==> config.mk <==
export PLATFORM = sky130hd
export DESIGN_NAME = tgi_axis
export DESIGN_NICKNAME = d
export VERILOG_FILES = /design/src/sv/tgi_pkg.sv /design/src/sv/tgi_axis.sv
export SDC_FILE = /design/constraint.sdc
export NUM_CORES = 2
export LEC_CHECK = 0
export ABC_AREA = 1
export BUFFER_PORTS_ARGS = -buffer_cell sky130_fd_sc_hd__buf_2
export CORE_UTILIZATION = 50
export DETAILED_ROUTE_END_ITERATION = 7
export PLACE_DENSITY = 0.67
export REMOVE_ABC_BUFFERS = 1
export SLEW_MARGIN = 20
export SYNTH_ARGS = -nofsm -noshare
export SYNTH_HDL_FRONTEND = slang
export SYNTH_SLANG_ARGS = --single-unit
==> constraint.sdc <==
create_clock -name i_clk -period 8.82 [get_ports i_clk]
set_input_delay 0.441 -clock i_clk [delete_from_list [all_inputs] [get_ports i_clk]]
set_output_delay 0.441 -clock i_clk [all_outputs]
set_load 0.01 [all_outputs]
==> src/sv/tgi_pkg.sv <==
// Shared constants, types and helper functions of the trilinear grid interpolator.
package tgi_pkg;

    localparam int AXIS_BITS_DEF    = 5;
    localparam int GRID_DEPTH_DEF   = 32768;
    localparam int SAMPLE_WIDTH_DEF = 32;

    localparam int COORD_W    = 32;
    localparam int NODE_W     = 5;
    localparam int CFG_ADDR_W = 3;
    localparam int CFG_DATA_W = 32;

    // Axis fraction is signed Q.16 in [-4, 1), weights are 1 - f or f.
    localparam int FRAC_W  = 19;
    localparam int WGT_W   = 20;
    localparam int ONE_Q16 = 65536;
    localparam int FRAC_SAT_MAG = 262144;

    localparam int N_BANKS   = 8;
    localparam int N_STAGES  = 11;
    localparam int ROW_MAX_W = 24;

    typedef enum logic [CFG_ADDR_W-1:0] {
        CFG_ORIGIN_X   = 3'd0,
        CFG_ORIGIN_Y   = 3'd1,
        CFG_ORIGIN_Z   = 3'd2,
        CFG_INV_STEP_X = 3'd3,
        CFG_INV_STEP_Y = 3'd4,
        CFG_INV_STEP_Z = 3'd5,
        CFG_GRID_LAST  = 3'd6
    } t_cfg_idx;

    // Row inside a parity bank: the node indices without their low bits, z highest.
    function automatic logic [ROW_MAX_W-1:0] bank_row(input logic [7:0] x, input logic [7:0] y,
                                                      input logic [7:0] z, input int a);
        logic [ROW_MAX_W-1:0] xh;
        logic [ROW_MAX_W-1:0] yh;
        logic [ROW_MAX_W-1:0] zh;
        xh = ROW_MAX_W'(x >> 1);
        yh = ROW_MAX_W'(y >> 1);
        zh = ROW_MAX_W'(z >> 1);
        return (zh << (2 * (a - 1))) | (xh << (a - 1)) | yh;
    endfunction

endpackage

==> src/sv/tgi_axis.sv <==
// Per-axis front end: origin offset, reciprocal-step scaling, corner indices and fraction.
module tgi_axis #(
    parameter int AXIS_BITS = tgi_pkg::AXIS_BITS_DEF
) (
    input  logic                             i_clk,
    input  logic [2:0]                       i_ld,
    input  logic [tgi_pkg::COORD_W-1:0]      i_point,
    input  logic [tgi_pkg::COORD_W-1:0]      i_origin,
    input  logic [tgi_pkg::COORD_W-1:0]      i_inv_step,
    input  logic [AXIS_BITS-1:0]             i_last,
    output logic [AXIS_BITS-1:0]             o_lower,
    output logic [AXIS_BITS-1:0]             o_upper,
    output logic signed [tgi_pkg::FRAC_W-1:0] o_frac,
    output logic                             o_sat
);

    localparam int FW = tgi_pkg::FRAC_W;

    logic signed [32:0] d;
    logic [31:0]        mag;
    logic [63:0]        prod;
    logic               r1_neg;
    logic [31:0]        r1_mag;
    logic               r2_neg;
    logic [63:0]        r2_prod;

    logic                 below;
    logic [31:0]          ip;
    logic [AXIS_BITS-1:0] lower;
    logic [AXIS_BITS-1:0] upper;
    logic [64:0]          rnd;
    logic [48:0]          ceil_mag;
    logic signed [FW-1:0] frac;
    logic                 sat;

    // The offset never reaches 2**32 in magnitude, so 32 bits hold it.
    assign d    = $signed({i_point[31], i_point}) - $signed({i_origin[31], i_origin});
    assign mag  = d[32] ? 32'(-d) : d[31:0];
    assign prod = r1_mag * i_inv_step;

    always_ff @(posedge i_clk) begin
        if (i_ld[0]) begin
            r1_neg <= d[32];
            r1_mag <= mag;
        end
        if (i_ld[1]) begin
            r2_neg  <= r1_neg;
            r2_prod <= prod;
        end
    end

    always_comb begin
        below    = r2_neg && (r2_prod != 64'd0);
        ip       = r2_prod[63:32];
        lower    = below ? '0 : ((ip > 32'(i_last)) ? i_last : ip[AXIS_BITS-1:0]);
        upper    = (lower == i_last) ? i_last : lower + 1'b1;
        rnd      = {1'b0, r2_prod} + 65'd65535;
        ceil_mag = rnd[64:16];
        frac     = '0;
        sat      = 1'b0;
        if (upper == lower || i_inv_step == '0) begin
            frac = '0;
        end else if (below) begin
            // Below the grid the fraction is the negated ceiling, limited to -4.
            if (ceil_mag > 49'(tgi_pkg::FRAC_SAT_MAG)) begin
                frac = FW'(-tgi_pkg::FRAC_SAT_MAG);
                sat  = 1'b1;
            end else begin
                frac = -$signed(ceil_mag[FW-1:0]);
            end
        end else begin
            frac = $signed({3'b000, r2_prod[31:16]});
        end
    end

    always_ff @(posedge i_clk) begin
        if (i_ld[2]) begin
            o_lower <= lower;
            o_upper <= upper;
            o_frac  <= frac;
            o_sat   <= sat;
        end
    end

endmodule

; ---- Yosys cells after proc, flatten, opt, wreduce, memory -nomap -nowiden
; Cells that the tools add are included.
[classes]
multipliers = 1
magnitude_cmp = 2
addsub = 5
n_bitwise = 1
shifts = 0
muxes = 7
n_eq_ne = 2
n_reduce_logical = 6
div = 0
[op_table]
columns = operator, n
row1 = adder 64 x 16 -> 65 bit (second input constant), 1
row2 = multiplier 32 x 32 -> 64 bit, 1
row3 = nonzero test 64 bit, 1
row4 = greater-than comparator 49 x 19 -> 1 bit (second input constant), 1
row5 = subtractor 32 x 32 -> 33 bit, 1
row6 = greater-than comparator 32 x 5 -> 1 bit, 1
row7 = logical NOT 32 bit, 1
row8 = 2-to-1 mux 32 bit, 1
row9 = negation 32 bit, 1
row10 = 2-to-1 mux 19 bit, 1
row11 = negation 19 bit, 1
row12 = 2-to-1 mux 16 bit, 1
row13 = 2-to-1 mux 5 bit, 3
row14 = equality test 5 bit, 2
row15 = adder 5 x 1 -> 5 bit (second input constant), 1
row16 = OR reduction 3 bit, 1
row17 = OR reduction 2 bit, 1
row18 = logical AND 1 bit, 1
row19 = logical OR 1 bit, 1
row20 = 2-to-1 mux 1 bit, 1
row21 = inverter 1 bit, 1
[word_totals]
input_bits = 105
regBits = 128
latch_bits = 0
output_inout_bits = 30
ramBits = 0
memories = 0
mem_bits_ro = 0
word_cells = 34

; ---- Depth between registers and ports, before layout
[logic_depth]
word_depth = 8
ltp_mapped = 35
ltp_nobuf = 33

; ---- Worst setup path before layout
; Ideal clock, no wire load.
[synth_timing]
path_kind = in2reg
start = in i_inv_step[11] (netlist name)
end = reg r2_prod[53], data pin
setup_time_ns = 0.252
t_arrival_ns = 6.890
n_path_buf = 2
cell_stages = 30
required_time_ns = 8.568
path_slack_ns = 1.678
cell_sequence = clkbuf_1 -> clkbuf_1 -> nand2_1 -> fa_1 -> inv_1 -> fa_1 -> inv_1 -> fa_1 -> inv_1 -> fa_1 -> fa_1 -> fa_1 -> fa_1 -> inv_1 -> fa_1 -> inv_1 -> ha_1 -> nand2_1 -> nor2_1 -> nand2_1 -> inv_1 -> nand4_1 -> nand3_1 -> nand2_1 -> nand2_1 -> a31oi_1 -> o21ai_0 -> nand3_1 -> nand3_1 -> nand2_1
[synth_between]
elab_chain_cells = 1
[synth_rtl]
columns = item, line_no
row1 = from (decl), tgi_axis.sv:9  ; input logic [tgi_pkg::COORD_W-1:0] i_inv_step,
row2 = multiplier 32 x 32 -> 64 bit, tgi_axis.sv:39  ; assign prod = r1_mag * i_inv_step;
row3 = net prod[53], tgi_axis.sv:21  ; logic [63:0] prod;
row4 = to (signal assigned), tgi_axis.sv:48  ; r2_prod <= prod;
row5 = to (decl), tgi_axis.sv:25  ; logic [63:0] r2_prod;
; The timed path passes the listed nets, and every way through them passes these cells.
; A chain may end at the register's enable or synchronous reset.

; ---- Worst setup path after layout
[layout_timing]
start = reg r1_mag[13]
end = reg r2_prod[43], data pin
[layout_between]
elab_chain_cells = 1
[layout_rtl]
columns = item, line_no
row1 = from (decl), tgi_axis.sv:23  ; logic [31:0] r1_mag;
row2 = from (signal assigned), tgi_axis.sv:44  ; r1_mag <= mag;
row3 = multiplier 32 x 32 -> 64 bit, tgi_axis.sv:39
row4 = net prod[43], tgi_axis.sv:21
; The timed path passes the listed nets, and every way through them passes these cells.

==> parameters.txt <==
Parameter                              Value

Drt
  Avg Vias per Cell    5.14
  Number of violations reported at the end of detailed-routing iteration 0    2660
  Routed wire length per instance    18.4 um
  Overall routed net length    135 mm
  Detailed-route DRC error count    0
  DR pass1 iterations    5
  Residual antenna-violating net count after detailed routing    0
  Total number of vias    37.9k

Timing
  Fin crit period    8.31 ns
  Number of failing setup endpoints in the final timing report    0
  Total negative slack for setup checks    0 ns
  Fmax    120 MHz
  Final Skew    0.0200 ns
  Share of the clock period used by the worst path after layout    0.942
  RSZ-0062 raised after global routing    no
  Final max-slew violation count    0
  Tightest Pin Transition    1.13 ns
  Slew headroom    0.248
  Final count of hold timing violations    0

Die
  Die width    304 um
  CORE AREA    0.0900 sq mm
  Initial cell density of the core    0.505
  Die Height    304 um
  I/O pin count    135
  Number of cell rows    110
  Die area    0.0921 sq mm

Critical path
  Length in cells of the worst reg-to-reg path    26
  Worst path arrival time    8.53 ns
  Crit-path leading delay family    adder cells
  WP buf/inv    8
  Largest stage delay on the critical path    0.88 ns
  Req. time, crit path    9.04 ns
  Worst-path maximum fanout    14
  Crit path kind    reg2reg
  Slowest cell on the critical path    edfxtp_1
  Dominant cell type by count on the critical path    fa_1
  Endpoint of the lowest-slack register-to-register path    r2_prod[43]
  Crit path launch    r1_mag[13]
  R2R Path Start    r1_mag[13]
  Critical Path Sink Type    register
  R2R Setup Slk    0.51 ns
  Type of origin of the critical path    register

Place
  Detailed placement HPWL    115 mm
  Weighted congestion reported at the end of routability-driven placement    0.965
  Number of port buffers    134

GRT
  Maximum number of pins on one net before global-route repair    66
  Antenna violations before repair    2
  First-pass GRT wire length    216 mm
  Number of global-route vias before repair    39.4k
  Overflow after GRT    0
  Combined global-route utilization of all metal layers    0.307

Worst hold path
  Cell depth of the worst min-delay path    3
  Worst hold path type    in2reg
  Hold endpoint    o_upper[3]
  Worst Hold Launch    i_last[3]

Synth
  Flip-flop and latch count after synthesis    128
  Post-Syn Area per Cell    7.38 sq um
  Post-Syn Area    0.0455 sq mm
  Post-synthesis cell count    6158
  Count of flip-flops with a built-in enable after synthesis    128
  Yosys warning count    0
  Share of synthesized flip-flops with an asynchronous set or reset    0
  Distinct cells, synth    52
  Most frequently used flop master after synthesis    edfxtp_1
  Sequential share of the synthesized area    0.0846

Final layout
  Layout cells sized above 1    0.0503
  Total area of multi-input combinational cells    0.0339 sq mm
  Number of nets in the layout    7475
  Combined flip-flop and latch cell area    0.00384 sq mm
  Layout Area Growth over Synthesis    5.65%
  Fill cell total of the finished layout    8932

CTS
  CTS tree    built
  Count of hold-fix buffers inserted at cts    0
  Inserted Clock Buffers    17
  H-tree level count    4
  Post-CTS setup buffer count    0
  Clock Pin Slew Worst Setup and Hold Paths    0.07 ns
  Number of clock sinks    128
  Longest Clk Path Bufs    2
  Clock Latency Late Sink    0.46 ns
  Clock root buffer    clkbuf_16
  PostCTS Resize Cnt    0

Status
  Outcome    completed

Flow run
  Reported max-cap violation count    0
## area by class of cell
type | count | share of cell area
diodes | 1 | 0.0000521
clock buffers | 17 | 0.00886
multi-input cells | 3979 | 0.706
flip-flops and latches | 128 | 0.0800
well taps | 1176 | 0.0306
clock inverters | 15 | 0.00281
inverters | 1817 | 0.142
repair buffers | 227 | 0.0298
## worst reg2reg max path: stages, from the launching register on
cell and delay [ns]:
edfxtp_1 0.88, buf_4 0.39, nand2_1 0.08, inv_1 0.11, fa_1 0.44, fa_1 0.50, inv_1 0.06, fa_1 0.45
fa_1 0.54, inv_1 0.05, fa_1 0.57, fa_1 0.54, fa_1 0.55, inv_1 0.06, fa_1 0.54, inv_1 0.05
ha_1 0.34, nand2_1 0.15, nor2_1 0.13, inv_1 0.06, nor2_1 0.15, inv_1 0.06, o21bai_1 0.18, o21bai_1 0.25
a31oi_1 0.23, o21ai_0 0.35, xor2_1 0.39
## kinds of logic after synthesis
group / after synthesis / synth area share
and+or+nand+nor: 2388 / 0.211
AOI/OAI and AO/OA: 285 / 0.0354
adders and majority gates: 1200 / 0.479
DFF: 128 / 0.0846
buffers and inverters: 2051 / 0.170
xor gates and xnor gates: 106 / 0.0206
## through the flow
stage / worst slack [ns] / cells / hold slack, ns / area [sq um] / utilization
final: 0.511 / 7360 / 0.365 / 48000 / 0.533
after global routing: 0.153 / 7360 / 0.418 / 48000 / 0.533
after CTS: 0.537 / 7358 / 0.345 / 48000 / 0.533
after detailed placement: 0.567 / 7326 / 0.419 / 47400 / 0.527
after global placement: 0.241 / 7325 / 0.403 / 47400 / 0.527
after floorplan: 1.73 / 5924 / 0.400 / 44600 / -
## per-layer routing
layer	GRT usage	vias up	part of all wire
met2	0.514	1345	0.48
li1	-	17675	-
met1	0.409	18565	0.41
met3	0.0273	270	0.061
met4	0.128	0	0.046
met5	0	-	0
## layout by cell type, fill, tap and decap left out, types with 4 or more instances in the layout
| cell | instances |
|---|---|
| o21ai_1 | 8 |
| fa_1 | 897 |
| buf_12 | 4 |
| clkbuf_16 | 17 |
| a21o_1 | 7 |
| edfxtp_1 | 128 |
| a21oi_1 | 135 |
| nand3_1 | 177 |
| nand2_2 | 11 |
| a21boi_0 | 4 |
| a31oi_1 | 19 |
| buf_4 | 87 |
| o21a_1 | 13 |
| nor2_2 | 18 |
| inv_2 | 5 |
| nand4_1 | 47 |
| inv_1 | 1811 |
| inv_6 | 5 |
| xor2_1 | 74 |
| nand3b_1 | 8 |
| xnor2_1 | 31 |
| nor4_1 | 11 |
| ha_1 | 303 |
| nor2_1 | 341 |
| o211ai_1 | 5 |
| o21bai_1 | 10 |
| clkinv_2 | 4 |
| buf_2 | 134 |
| o21ai_0 | 70 |
| nor3_1 | 39 |
| nand2_1 | 1715 |
## state kept, by name, summed over array words and instances, names as in the netlist
signal,flops
r2_neg,1
o_lower,5
r2_prod,64
o_upper,5
o_frac,19
r1_mag,32
o_sat,1
r1_neg,1
## worst max path at each step
stage / to / slack, ns / cells after the start
after global placement: r2_prod[43] / 0.24 / 26
after CTS: r2_prod[43] / 0.54 / 26
after detailed placement: r2_prod[43] / 0.57 / 26
final: r2_prod[43] / 0.51 / 26
after floorplan: r2_prod[53] / 1.73 / 28
after global routing: r2_prod[43] / 0.15 / 26
## cells in the mapped netlist, types with 2 or more instances
master       n  share of area
inv_1     1811           0.15
nand2_1   1715           0.14
fa_1       897           0.40
nor2_1     341          0.028
ha_1       303          0.083
clkbuf_1   223          0.018
nand3_1    177          0.019
a21oi_1    135          0.015
edfxtp_1   128          0.085
xor2_1      74          0.014
o21ai_0     70         0.0077
nand4_1     47         0.0065
nor3_1      39         0.0043
xnor2_1     31         0.0060
a31oi_1     19         0.0026
nor2_2      18         0.0025
o21a_1      13         0.0021
nand2_2     11         0.0015
nor4_1      11         0.0015
o21bai_1    10         0.0017
nand3b_1     8         0.0013
o21ai_1      8        0.00088
a21o_1       7         0.0012
buf_1        7        0.00058
inv_2        5        0.00041
o211ai_1     5        0.00083
a21boi_0     4        0.00066
and2_1       3        0.00041
and3_1       3        0.00041
nand2_4      3        0.00074
nor2_4       3        0.00074
o221ai_1     3        0.00058
a221oi_1     2        0.00039
buf_6        2        0.00050
nand3_2      2        0.00044
nor3_2       2        0.00044
o311ai_0     2        0.00039
or2_2        2        0.00028
Power is not shown: default switching activity piles up to over one toggle a cycle in this logic, so the estimate is an artifact.
